$ cat config.mk
export PLATFORM = sky130hd
export DESIGN_NAME = sprite_sort_and_batch
export DESIGN_NICKNAME = d
export VERILOG_FILES = /design/src/rtl/sbat_pkg.sv /design/src/rtl/sbat_ram.sv /design/src/rtl/sbat_cmp.sv /design/src/rtl/sprite_sort_and_batch.sv
export SDC_FILE = /design/constraint.sdc
export NUM_CORES = 2
export LEC_CHECK = 0
export BUFFER_PORTS_ARGS = -buffer_cell sky130_fd_sc_hd__buf_2
export CORE_MARGIN = 2
export CORE_UTILIZATION = 50
export CTS_BUF_LIST = sky130_fd_sc_hd__clkbuf_8
export CTS_CLUSTER_SIZE = 28
export DETAILED_ROUTE_END_ITERATION = 16
export GPL_ROUTABILITY_DRIVEN = 0
export PLACE_DENSITY = 0.68
export SYNTH_ARGS = -nofsm -noshare
export SYNTH_HDL_FRONTEND = slang
export SYNTH_SLANG_ARGS = --single-unit
$ cat constraint.sdc
create_clock -name i_clk -period 6.01 [get_ports i_clk]
set_clock_uncertainty 0.15 [all_clocks]
set_input_delay 0.9015 -clock i_clk [delete_from_list [all_inputs] [get_ports i_clk]]
set_output_delay 0.9015 -clock i_clk [all_outputs]
set_load 0.02 [all_outputs]
$ cat src/rtl/sbat_pkg.sv
`timescale 1ns / 1ps

package sbat_pkg;

    localparam int MAX_SPRITES_DEF  = 64;
    localparam int VERTS_PER_SPRITE = 6;

    localparam int TEX_W    = 32;
    localparam int DEPTH_W  = 16;
    localparam int INDEX_W  = 6;
    localparam int VERT_W   = 9;

    typedef enum logic [1:0] {
        MODE_DEPTH_DESC = 2'd0,
        MODE_DEPTH_ASC  = 2'd1,
        MODE_TEX_ASC    = 2'd2,
        MODE_LOAD_ORDER = 2'd3
    } t_sort_mode;

    typedef struct packed {
        logic less;
        logic equal;
    } t_cmp_res;

endpackage

$ cat src/rtl/sbat_ram.sv
`timescale 1ns / 1ps

module sbat_ram #(
    parameter int WIDTH = 8,
    parameter int DEPTH = 64
) (
    input  logic                     i_clk,
    input  logic                     i_we,
    input  logic [$clog2(DEPTH)-1:0] i_waddr,
    input  logic [WIDTH-1:0]         i_wdata,
    input  logic [$clog2(DEPTH)-1:0] i_raddr,
    output logic [WIDTH-1:0]         o_rdata
);

    logic [WIDTH-1:0] r_mem [DEPTH];
    logic [WIDTH-1:0] r_rdata;

    always_ff @(posedge i_clk) begin
        if (i_we) begin
            r_mem[i_waddr] <= i_wdata;
        end
        r_rdata <= r_mem[i_raddr];
    end

    assign o_rdata = r_rdata;

endmodule

$ cat src/rtl/sbat_cmp.sv
`timescale 1ns / 1ps

module sbat_cmp
    import sbat_pkg::*;
(
    input  t_sort_mode                 i_mode,
    input  logic [TEX_W-1:0]           i_tex_a,
    input  logic signed [DEPTH_W-1:0]  i_dep_a,
    input  logic [TEX_W-1:0]           i_tex_b,
    input  logic signed [DEPTH_W-1:0]  i_dep_b,
    output t_cmp_res                   o_res
);

    logic signed [TEX_W:0] key_a;
    logic signed [TEX_W:0] key_b;

    // a goes strictly before b when key_a < key_b
    always_comb begin
        key_a = '0;
        key_b = '0;
        o_res = '{less: 1'b0, equal: 1'b1};
        unique case (i_mode)
            MODE_DEPTH_DESC: begin
                key_a = -((TEX_W+1)'(i_dep_a));
                key_b = -((TEX_W+1)'(i_dep_b));
                o_res = '{less: key_a < key_b, equal: key_a == key_b};
            end
            MODE_DEPTH_ASC: begin
                key_a = (TEX_W+1)'(i_dep_a);
                key_b = (TEX_W+1)'(i_dep_b);
                o_res = '{less: key_a < key_b, equal: key_a == key_b};
            end
            MODE_TEX_ASC: begin
                key_a = $signed({1'b0, i_tex_a});
                key_b = $signed({1'b0, i_tex_b});
                o_res = '{less: key_a < key_b, equal: key_a == key_b};
            end
            MODE_LOAD_ORDER: begin
                o_res = '{less: 1'b0, equal: 1'b1};
            end
        endcase
    end

endmodule

$ cat src/rtl/sprite_sort_and_batch.sv
`timescale 1ns / 1ps

// Sprite sorter with draw batching. Every input beat loads one sprite while the block is
// idle; loads past MAX_SPRITES are dropped and flagged. A beat marked final starts a
// stable rank sort of the n loaded sprites under the sort_mode register: one comparator
// and one read port of the record stores check each sprite against every other, then a
// backward pass over the sorted order measures texture runs, and the emit reads the
// order, texture and run length of each result beat and holds it until it is taken.
// The block takes no input beat from the final beat until the last result beat has been
// taken. sort_mode must be written only while idle; the block itself does not enforce it.
module sprite_sort_and_batch
    import sbat_pkg::*;
#(
    parameter int MAX_SPRITES = MAX_SPRITES_DEF
) (
    input  logic                      i_clk,
    input  logic                      i_rst_n,
    input  logic                      i_cfg_we,
    input  logic [1:0]                i_cfg_wdata,
    input  logic                      i_in_valid,
    output logic                      o_in_ready,
    input  logic [TEX_W-1:0]          i_texture_id,
    input  logic signed [DEPTH_W-1:0] i_depth_key,
    input  logic                      i_final_sprite,
    output logic                      o_out_valid,
    input  logic                      i_out_ready,
    output logic [INDEX_W-1:0]        o_sprite_index,
    output logic [TEX_W-1:0]          o_sprite_texture,
    output logic [VERT_W-1:0]         o_vertex_offset,
    output logic                      o_starts_batch,
    output logic [VERT_W-1:0]         o_batch_vertices,
    output logic                      o_overflowed,
    output logic                      o_end_of_list
);

    localparam int IW = $clog2(MAX_SPRITES);
    localparam int CW = $clog2(MAX_SPRITES + 1);

    typedef enum logic [3:0] {
        S_IDLE, S_RI, S_KI, S_CJ, S_WR, S_BO, S_BT, S_BR, S_EO, S_ET, S_EC, S_EW
    } t_state;

    t_state              r_state;
    t_sort_mode          r_mode;
    logic [CW-1:0]       r_count;
    logic                r_ovf;
    logic [IW-1:0]       r_last;
    logic [IW-1:0]       r_i;
    logic [IW-1:0]       r_j;
    logic [IW-1:0]       r_k;
    logic [IW-1:0]       r_rank;
    logic [TEX_W-1:0]    r_ti;
    logic [DEPTH_W-1:0]  r_di;
    logic [TEX_W-1:0]    r_tnext;
    logic [CW-1:0]       r_run;
    logic [VERT_W-1:0]   r_off;

    logic                r_out_valid;
    logic [INDEX_W-1:0]  r_sprite_index;
    logic [TEX_W-1:0]    r_sprite_texture;
    logic [VERT_W-1:0]   r_vertex_offset;
    logic                r_starts_batch;
    logic [VERT_W-1:0]   r_batch_vertices;
    logic                r_overflowed;
    logic                r_end_of_list;

    logic                full;
    logic                load_we;
    logic [IW-1:0]       store_raddr;
    logic [TEX_W-1:0]    tex_rdata;
    logic [DEPTH_W-1:0]  dep_rdata;
    logic                ord_we;
    logic [IW-1:0]       ord_rdata;
    logic                run_we;
    logic [CW-1:0]       run_rdata;
    logic [CW-1:0]       n_run;
    logic [IW-1:0]       n_rank;
    t_cmp_res            cmp_res;
    logic                rank_inc;
    logic                e_starts;
    logic [VERT_W-1:0]   e_batch;

    assign full    = (r_count == CW'(MAX_SPRITES));
    assign load_we = (r_state == S_IDLE) && i_in_valid && !full;
    assign ord_we  = (r_state == S_WR);
    assign run_we  = (r_state == S_BR);

    always_comb begin
        unique case (r_state)
            S_RI:        store_raddr = r_i;
            S_KI:        store_raddr = r_j;
            S_CJ:        store_raddr = r_j + 1'b1;
            S_BT, S_ET:  store_raddr = ord_rdata;
            default:     store_raddr = r_i;
        endcase
    end

    sbat_ram #(.WIDTH(TEX_W), .DEPTH(MAX_SPRITES)) u_tex_ram (
        .i_clk   (i_clk),
        .i_we    (load_we),
        .i_waddr (r_count[IW-1:0]),
        .i_wdata (i_texture_id),
        .i_raddr (store_raddr),
        .o_rdata (tex_rdata)
    );

    sbat_ram #(.WIDTH(DEPTH_W), .DEPTH(MAX_SPRITES)) u_dep_ram (
        .i_clk   (i_clk),
        .i_we    (load_we),
        .i_waddr (r_count[IW-1:0]),
        .i_wdata (i_depth_key),
        .i_raddr (store_raddr),
        .o_rdata (dep_rdata)
    );

    sbat_ram #(.WIDTH(IW), .DEPTH(MAX_SPRITES)) u_ord_ram (
        .i_clk   (i_clk),
        .i_we    (ord_we),
        .i_waddr (r_rank),
        .i_wdata (r_i),
        .i_raddr (r_k),
        .o_rdata (ord_rdata)
    );

    sbat_ram #(.WIDTH(CW), .DEPTH(MAX_SPRITES)) u_run_ram (
        .i_clk   (i_clk),
        .i_we    (run_we),
        .i_waddr (r_k),
        .i_wdata (n_run),
        .i_raddr (r_k),
        .o_rdata (run_rdata)
    );

    // sprite j against sprite i
    sbat_cmp u_cmp (
        .i_mode  (r_mode),
        .i_tex_a (tex_rdata),
        .i_dep_a ($signed(dep_rdata)),
        .i_tex_b (r_ti),
        .i_dep_b ($signed(r_di)),
        .o_res   (cmp_res)
    );

    // ties go to the earlier load
    assign rank_inc = cmp_res.less || (cmp_res.equal && (r_j < r_i));
    assign n_rank   = r_rank + IW'(rank_inc);

    assign n_run = ((r_k == r_last) || (tex_rdata != r_tnext)) ? CW'(1) : r_run + 1'b1;

    assign e_starts = (r_k == '0) || (tex_rdata != r_tnext);
    assign e_batch  = e_starts ? VERT_W'(run_rdata * VERTS_PER_SPRITE) : '0;

    always_ff @(posedge i_clk) begin
        if (!i_rst_n) begin
            r_state     <= S_IDLE;
            r_mode      <= MODE_TEX_ASC;
            r_count     <= '0;
            r_ovf       <= 1'b0;
            r_out_valid <= 1'b0;
        end else begin
            if (i_cfg_we) begin
                r_mode <= t_sort_mode'(i_cfg_wdata);
            end
            unique case (r_state)
                S_IDLE: begin
                    if (i_in_valid) begin
                        if (!full) begin
                            r_count <= r_count + 1'b1;
                        end else begin
                            r_ovf <= 1'b1;
                        end
                        if (i_final_sprite) begin
                            r_last  <= full ? IW'(r_count - 1'b1) : IW'(r_count);
                            r_i     <= '0;
                            r_state <= S_RI;
                        end
                    end
                end
                S_RI: begin
                    r_j     <= '0;
                    r_rank  <= '0;
                    r_state <= S_KI;
                end
                S_KI: begin
                    r_ti    <= tex_rdata;
                    r_di    <= dep_rdata;
                    r_state <= S_CJ;
                end
                S_CJ: begin
                    r_rank <= n_rank;
                    r_j    <= r_j + 1'b1;
                    if (r_j == r_last) begin
                        r_state <= S_WR;
                    end
                end
                S_WR: begin
                    if (r_i == r_last) begin
                        r_k     <= r_last;
                        r_state <= S_BO;
                    end else begin
                        r_i     <= r_i + 1'b1;
                        r_state <= S_RI;
                    end
                end
                S_BO: r_state <= S_BT;
                S_BT: r_state <= S_BR;
                S_BR: begin
                    r_run   <= n_run;
                    r_tnext <= tex_rdata;
                    if (r_k == '0) begin
                        r_off   <= '0;
                        r_state <= S_EO;
                    end else begin
                        r_k     <= r_k - 1'b1;
                        r_state <= S_BO;
                    end
                end
                S_EO: r_state <= S_ET;
                S_ET: r_state <= S_EC;
                S_EC: begin
                    r_out_valid      <= 1'b1;
                    r_sprite_index   <= INDEX_W'(ord_rdata);
                    r_sprite_texture <= tex_rdata;
                    r_vertex_offset  <= r_off;
                    r_starts_batch   <= e_starts;
                    r_batch_vertices <= e_batch;
                    r_overflowed     <= r_ovf;
                    r_end_of_list    <= (r_k == r_last);
                    r_tnext          <= tex_rdata;
                    r_state          <= S_EW;
                end
                S_EW: begin
                    if (i_out_ready) begin
                        r_out_valid <= 1'b0;
                        if (r_end_of_list) begin
                            r_count <= '0;
                            r_ovf   <= 1'b0;
                            r_state <= S_IDLE;
                        end else begin
                            r_k     <= r_k + 1'b1;
                            r_off   <= r_off + VERT_W'(VERTS_PER_SPRITE);
                            r_state <= S_EO;
                        end
                    end
                end
                default: r_state <= S_IDLE;
            endcase
        end
    end

    assign o_in_ready       = (r_state == S_IDLE);
    assign o_out_valid      = r_out_valid;
    assign o_sprite_index   = r_sprite_index;
    assign o_sprite_texture = r_sprite_texture;
    assign o_vertex_offset  = r_vertex_offset;
    assign o_starts_batch   = r_starts_batch;
    assign o_batch_vertices = r_batch_vertices;
    assign o_overflowed     = r_overflowed;
    assign o_end_of_list    = r_end_of_list;

endmodule

**After elaboration in Yosys (flattened, before gate mapping)**

Memories as Yosys holds them, arrays and structs flattened. A register that Yosys moved wholly into a read port is not among the register bits.
Index checks and enable logic that the tools add are counted.
W data, S select, Z words.

- Register bits: 200
- Word-level logic and storage cells: 153
- Memories: 4
- Input port bits: 56
- Bits in writable memories: 3904
- Output and inout port bits: 61

Memories:

| name | depth | bits a word | read ports | clocked after Yosys merged registers in | wr ports | line | text |
|---|---|---|---|---|---|---|---|
| u_tex_ram.r_mem | 64 | 32 | 1 | 1 | 1 | sbat_ram.sv:15 | `logic [WIDTH-1:0] r_mem [DEPTH];` |
| u_dep_ram.r_mem | 64 | 16 | 1 | 1 | 1 | sbat_ram.sv:15 |  |
| u_run_ram.r_mem | 64 | 7 | 1 | 1 | 1 | sbat_ram.sv:15 |  |
| u_ord_ram.r_mem | 64 | 6 | 1 | 1 | 1 | sbat_ram.sv:15 |  |

- Add/subtract/negate cells: 11
- Equality and inequality tests: 34
- $mul: 1
- Reductions and logical operators: 31
- $lt $le $gt $ge: 4
- Muxes and demuxes: 45

Operators with widths:

| kind | number |
|---|---|
| $neg A16 Y33 | 2 |
| $mux W6 | 8 |
| $pmux W4 S12 | 1 |
| $pmux W6 S2 | 3 |
| $pmux W6 S3 | 2 |
| $mux W7 | 5 |
| $eq A33 B33 Y1 | 1 |
| $lt A33 B33 Y1 | 1 |
| $eq A32 B32 Y1 | 1 |
| $lt A32 B32 Y1 | 1 |
| $ne A32 B32 Y1 | 1 |
| $mux W9 | 3 |
| $mux W4 | 6 |
| $reduce_and A5 Y1 | 4 |
| $add A6 B1 Y6 const B | 3 |
| $eq A6 B6 Y1 | 3 |
| $pmux W9 S2 | 1 |
| $eq A16 B16 Y1 | 1 |
| $eq A4 B3 Y1 const B | 4 |
| $eq A4 B4 Y1 const B | 4 |
| $lt A16 B16 Y1 | 1 |
| $ne A2 B2 Y1 const B | 8 |
| $add A7 B1 Y7 const B | 2 |
| $pmux W7 S2 | 1 |
| 27 further kinds | 59 |

**Logic depth before layout (Yosys ltp)**

- Depth in word-level cells: 7
- Depth in mapped cells: 24
- Depth with buffers taken out: 23

**Cells and area by module**

Synthesis repeated with hierarchy kept, for this count alone.

- Cell total of the unflattened synthesis: 7688
- Area, all modules: 162718.6 µm²

Modules (own cells, without submodules):

| module | times used | seq. area each (µm²) | area an instance (µm²) | cells an instance |
|---|---|---|---|---|
| sbat_ram (u_tex_ram) | 1 | 62139.6 | 78515.3 | 3324 |
| sbat_ram (u_dep_ram) | 1 | 31069.8 | 40042.2 | 1829 |
| sbat_ram (u_run_ram) | 1 | 13593.0 | 17635.7 | 827 |
| sbat_ram (u_ord_ram) | 1 | 11651.2 | 15225.9 | 720 |
| sprite_sort_and_batch | 1 | 5765.5 | 8613.3 | 623 |
| sbat_cmp | 1 | 0.0 | 2686.3 | 365 |

**Worst setup path before layout**

No wires, ideal clock.

- Path type: reg2reg
- Start point: reg r_state[0]
- End point: mem u_dep_ram.r_mem[50][0] in the netlist's numbering, enable pin
- Data arrival time: 6.445 ns
- Cell stages (with the launch flop): 6
- Required time: 5.287 ns
- Slack: -1.158 ns
- Clock period less this slack: 7.168 ns
- Path buffers: 2
- Library setup time: 0.573 ns
- Path through: dfxtp_1 -> buf_4 -> buf_2 -> nor4_1 -> nand2_1 -> nor4_1

- Cells in the longest elaborated chain, start to end: 5

Ends and longest elaborated chain:

| what | line | text |
|---|---|---|
| from (decl) | sprite_sort_and_batch.sv:43 | `t_state r_state;` |
| from (signal assigned) | sprite_sort_and_batch.sv:155 | `r_state <= S_IDLE;` |
| from (signal assigned) | sprite_sort_and_batch.sv:175 | `r_state <= S_RI;` |
| from (signal assigned) | sprite_sort_and_batch.sv:182 | `r_state <= S_KI;` |
| $logic_not A4 Y1 | -- |  |
| named net o_in_ready | sprite_sort_and_batch.sv:21 | `output logic o_in_ready,` |
| $logic_and A1 B1 Y1 (2 in a row) | sprite_sort_and_batch.sv:84 | `assign load_we = (r_state == S_IDLE) && i_in_valid && !full;` |
| $mux W1 | sbat_ram.sv:19 | `if (i_we) begin` |
| $mux W1 (not written as such) | sbat_ram.sv:20 | `r_mem[i_waddr] <= i_wdata;` |
| to (decl) | sbat_ram.sv:15 |  |

The timed path passes the listed nets, and every way through them passes these cells.

**Worst setup path after layout**

- Start point: reg r_di[3]
- End point: reg r_rank[4], data pin

- Cells in the longest elaborated chain, start to end: 7
- Elaborated cells between the ends (all ways): 10
- Classes of those cells: add/sub: 2; order compare: 2; eq/ne: 2; mux: 2; reduce/logical: 2

Ends and longest elaborated chain:

| what | line | text |
|---|---|---|
| from (decl) | sprite_sort_and_batch.sv:53 | `logic [DEPTH_W-1:0] r_di;` |
| from (signal assigned) | sprite_sort_and_batch.sv:186 | `r_di <= dep_rdata;` |
| parallel branches: the longest is 2 deep, another holds $neg A16 Y33 | -- |  |
| $pmux W2 S4 (*) | sbat_cmp.sv:22 | `unique case (i_mode)` |
| $logic_and A1 B1 Y1 | sprite_sort_and_batch.sv:145 | `assign rank_inc = cmp_res.less \|\| (cmp_res.equal && (r_j < r_i));` |
| $logic_or A1 B1 Y1 (*) | sprite_sort_and_batch.sv:145 |  |
| $add A6 B1 Y6 (*) | sprite_sort_and_batch.sv:146 | `assign n_rank = r_rank + IW'(rank_inc);` |
| $pmux W6 S2 (*) | sprite_sort_and_batch.sv:164 | `unique case (r_state)` |
| to (signal assigned) | sprite_sort_and_batch.sv:190 | `r_rank <= n_rank;` |
| to (decl) | sprite_sort_and_batch.sv:51 | `logic [IW-1:0] r_rank;` |

Mark *: on every way between the ends.
A chain may end at the register's enable or synchronous reset.

==> out/results.ini <==
[outcome]
outcome = completed

[worst_setup_path]
worstPathMaxFanout = 8
end_kind = register
crit_required_ns = 6.83
critPathKind = register to register
crit_path_start_kind = register
arrival_ns = 6.53

[finish]
fin_area_mm2 = 0.183
fin_nets = 12100
area_growth_pct = 11.7
fill_cells = 24900
layout-drive-gt1-share_pct = 11.8
final_cells = 16800

[floorplanning]
num_rows = 209
start_util_pct = 50.3
pin_count = 117
core_area_mm2 = 0.325
dieArea_mm2 = 0.331
fp.dieW_um = 576
fp.dieH_um = 576

[power_and_ir_drop]
power_density_mw_per_mm2 = 394
leakagePower_uw = 0.0617
pwr-share-seq_pct = 46.3
swShare_pct = 32.9
combPwrFrac_pct = 23.1
clkPwrFrac_pct = 30.6
vdd_drop_max_uv = 351
switchingPower_uw = 23700
cell_internal_pwr_uw = 48200

[clocking]
clock_sinks = 4162
cts_buffer_depth = 4
cts_root_buffer = clkbuf_8
clock_latency_ns = 1.23
h-tree-depth = 6
clkTransAtPathRegs_ns = 0.06
cts_buffers = 649
cts_setup_buffers = 0
post_cts_resized = 0
cts_tree = done

[placement]
portBuffers = 114
postPlaceCellArea_mm2 = 0.171
dpl.cell_count = 15600
dp.final_hpwl_mm = 269

[global_route]
grt_pass1_vias = 101000
grt_usage_pct = 29.3
grt_pass1_wl_mm = 703
antenna_found_initial = 42
grt-ovfl-total = 0
grt_max_degree = 132

[synthesis]
ys_async_sr_fraction_pct = 0
synth_most_common_cell = edfxtp_1
synth_top_area_share_pct = 75.1
synth-seq-cells = 4162
synth_top_area_cell = edfxtp_1
synth_commonest_cells = edfxtp_1, nand2_1, nand3_1
ys_types = 78
ys.flop_type = edfxtp_1
avgSynthCellArea_um2 = 14.2
synth_area_mm2 = 0.163
synth-edff-count = 4086
synthTopCellsByArea = edfxtp_1, nand2_1, nand3_1, a22oi_1, mux4_2
postSynthCellCount = 11500
yosys_warnings = 0
synth.yosys.seq_area_share_pct = 76.0

[detailed_routing]
post-route-drc-count = 0
via_count = 106000
dr.pass1.iters = 8
wl_per_cell_um = 29.7
vias_per_cell = 6.32
first_iter_violations = 15600
wl_mm = 497
antenna_left = 0

[sta]
period_minus_slack_ns = 5.72
fmax_ghz = 0.175
setup_viol = 0
max_slew_margin_pct = 9.49
final-hold-violation-count = 0
worst_pin_slew_ns = 1.35
finalCritPeriodShare_pct = 95.1
rsz0062_at_grt = false
drv_slew = 0
fin_tns_setup_ns = 0

[job]
cap_violations = 0

[worst_hold_path]
hold_path.class = input port to register

state kept, by name, indices dropped and copies added, names as in the netlist, 7 cells and up:
register / flops
r_ti: 32
u_dep_ram.r_mem: 1024
u_dep_ram.o_rdata: 16
r_di: 16
u_tex_ram.r_mem: 2048
u_ord_ram.r_mem: 384
u_tex_ram.o_rdata: 32
r_tnext: 32
u_run_ram.o_rdata: 7
r_run: 7
r_count: 7
u_run_ram.r_mem: 448
o_batch_vertices: 8
r_off: 8
o_vertex_offset: 8
o_sprite_texture: 32
kinds of logic (layout without fill, tap and decap cells):
logic type      count (synthesis)  after routing  synth area share (%)
compound gates               1213           1213                  5.36
fa+ha+maj                     112            112                 0.867
other cells                     1             21               0.00230
xor+xnor                      108            108                 0.579
mux                           204            204                  1.85
buf+inv                       791           1723                  2.19
simple gates                 4888           4888                  13.1
flops                        4162           4162                  76.0
worst max-delay path: stages (launching register included):
cell and delay [ns]:
edfxtp_1 0.38, inv_1 0.16, nand2_1 0.10, or4_1 0.43
nor3_1 0.29, nand2_1 0.12, or4_1 0.48, nand2b_1 0.33
ha_1 0.37, ha_1 0.32, a21o_1 0.16, a21oi_1 0.15
o21ai_0 0.09, a221oi_1 0.31, o21ai_0 0.16, o41ai_1 0.31
a21oi_1 0.06, o21ai_0 0.28, ha_1 0.23, ha_1 0.19
nand3_1 0.11, xor2_1 0.21, nor2_1 0.06
power groups by stage:
stage	clock network [uW]	registers [uW]	logic, uW
finish	22000	33300	16600
global route	23400	33300	17600
CTS	22200	33200	16300
detailed placement	0	33800	16200
global placement	0	33800	15900
floorplan	0	33300	10100
what timing repair did:
item,4_1_cts,5_1_grt
setup endpoints to repair,0,0
endpoints found under the hold margin,7,0
hold buffers,8,0
metrics by stage:
| step | hold WS, ns | setup slack [ns] | power, uW | util (%) |
|---|---|---|---|---|
| after floorplan | 0.259 | -1.16 | 43400 | - |
| after global placement | 0.299 | 0.113 | 49800 | 52.6 |
| after detailed placement | 0.311 | 0.404 | 50100 | 52.6 |
| after CTS | 0.0459 | 0.376 | 71700 | 56.2 |
| after global routing | 0.0961 | 0.0440 | 74300 | 56.2 |
| final | 0.128 | 0.294 | 71900 | 56.2 |
path summary, 6_finish.rpt:
path / cells after the start / end / from / slack (ns)
max: 22 / r_rank[4] / r_di[3] / 0.29
min: 2 / r_last[2] / i_in_valid / 0.13
max reg2reg: 22 / r_rank[4] / r_di[3] / 0.29
min reg2reg: 2 / r_count[6] / r_count[6] / 0.35
cell type report:
class                           instances  area [um2]  share of cell area, %
Clock inverter                        487        2460                   1.35
Multi-Input combinational cell       6527       36300                   19.9
Inverter                               77         289                  0.158
Tap cell                             4325        5410                   2.96
Sequential cell                      4162      124000                   68.1
Clock buffer                          678        9330                   5.11
Antenna cell                           19        47.5                 0.0261
Timing Repair Buffer                  481        4480                   2.46
placed cells by master (no fill, tap or decap), types with 25 or more instances in the layout:
cell type | Yosys | routed
clkinv_2 | 0 | 58
buf_2 | 303 | 114
nand4_1 | 79 | 79
a311oi_1 | 72 | 72
nor2_1 | 282 | 208
ha_1 | 110 | 110
a22oi_1 | 247 | 247
nor2_4 | 0 | 76
nor4_1 | 54 | 52
xnor2_1 | 47 | 47
buf_4 | 23 | 268
a221oi_1 | 103 | 103
o21ai_0 | 49 | 49
nand2_1 | 2739 | 2736
o2111ai_1 | 35 | 35
a32oi_1 | 72 | 72
buf_12 | 0 | 91
edfxtp_1 | 4086 | 4086
nand3_1 | 1381 | 1380
xor2_1 | 61 | 61
inv_1 | 77 | 316
clkinv_1 | 0 | 130
mux4_2 | 78 | 78
mux2i_1 | 124 | 124
a21oi_1 | 173 | 173
a31oi_1 | 237 | 237
a21o_1 | 26 | 25
dfxtp_1 | 76 | 76
and3_1 | 186 | 184
clkbuf_8 | 0 | 678
a22o_1 | 97 | 97
routing by layer:
layer  routed length, um  GRT usage (%)  vias to the layer above
li1                    -              -                    44200
met1              177000           38.3                    52700
met2              226000           45.0                     7531
met3               63000           7.24                     1478
met4               30200           16.4                       34
met5                 226              0                        -
Note: power is estimated with default switching activity, not from simulation.
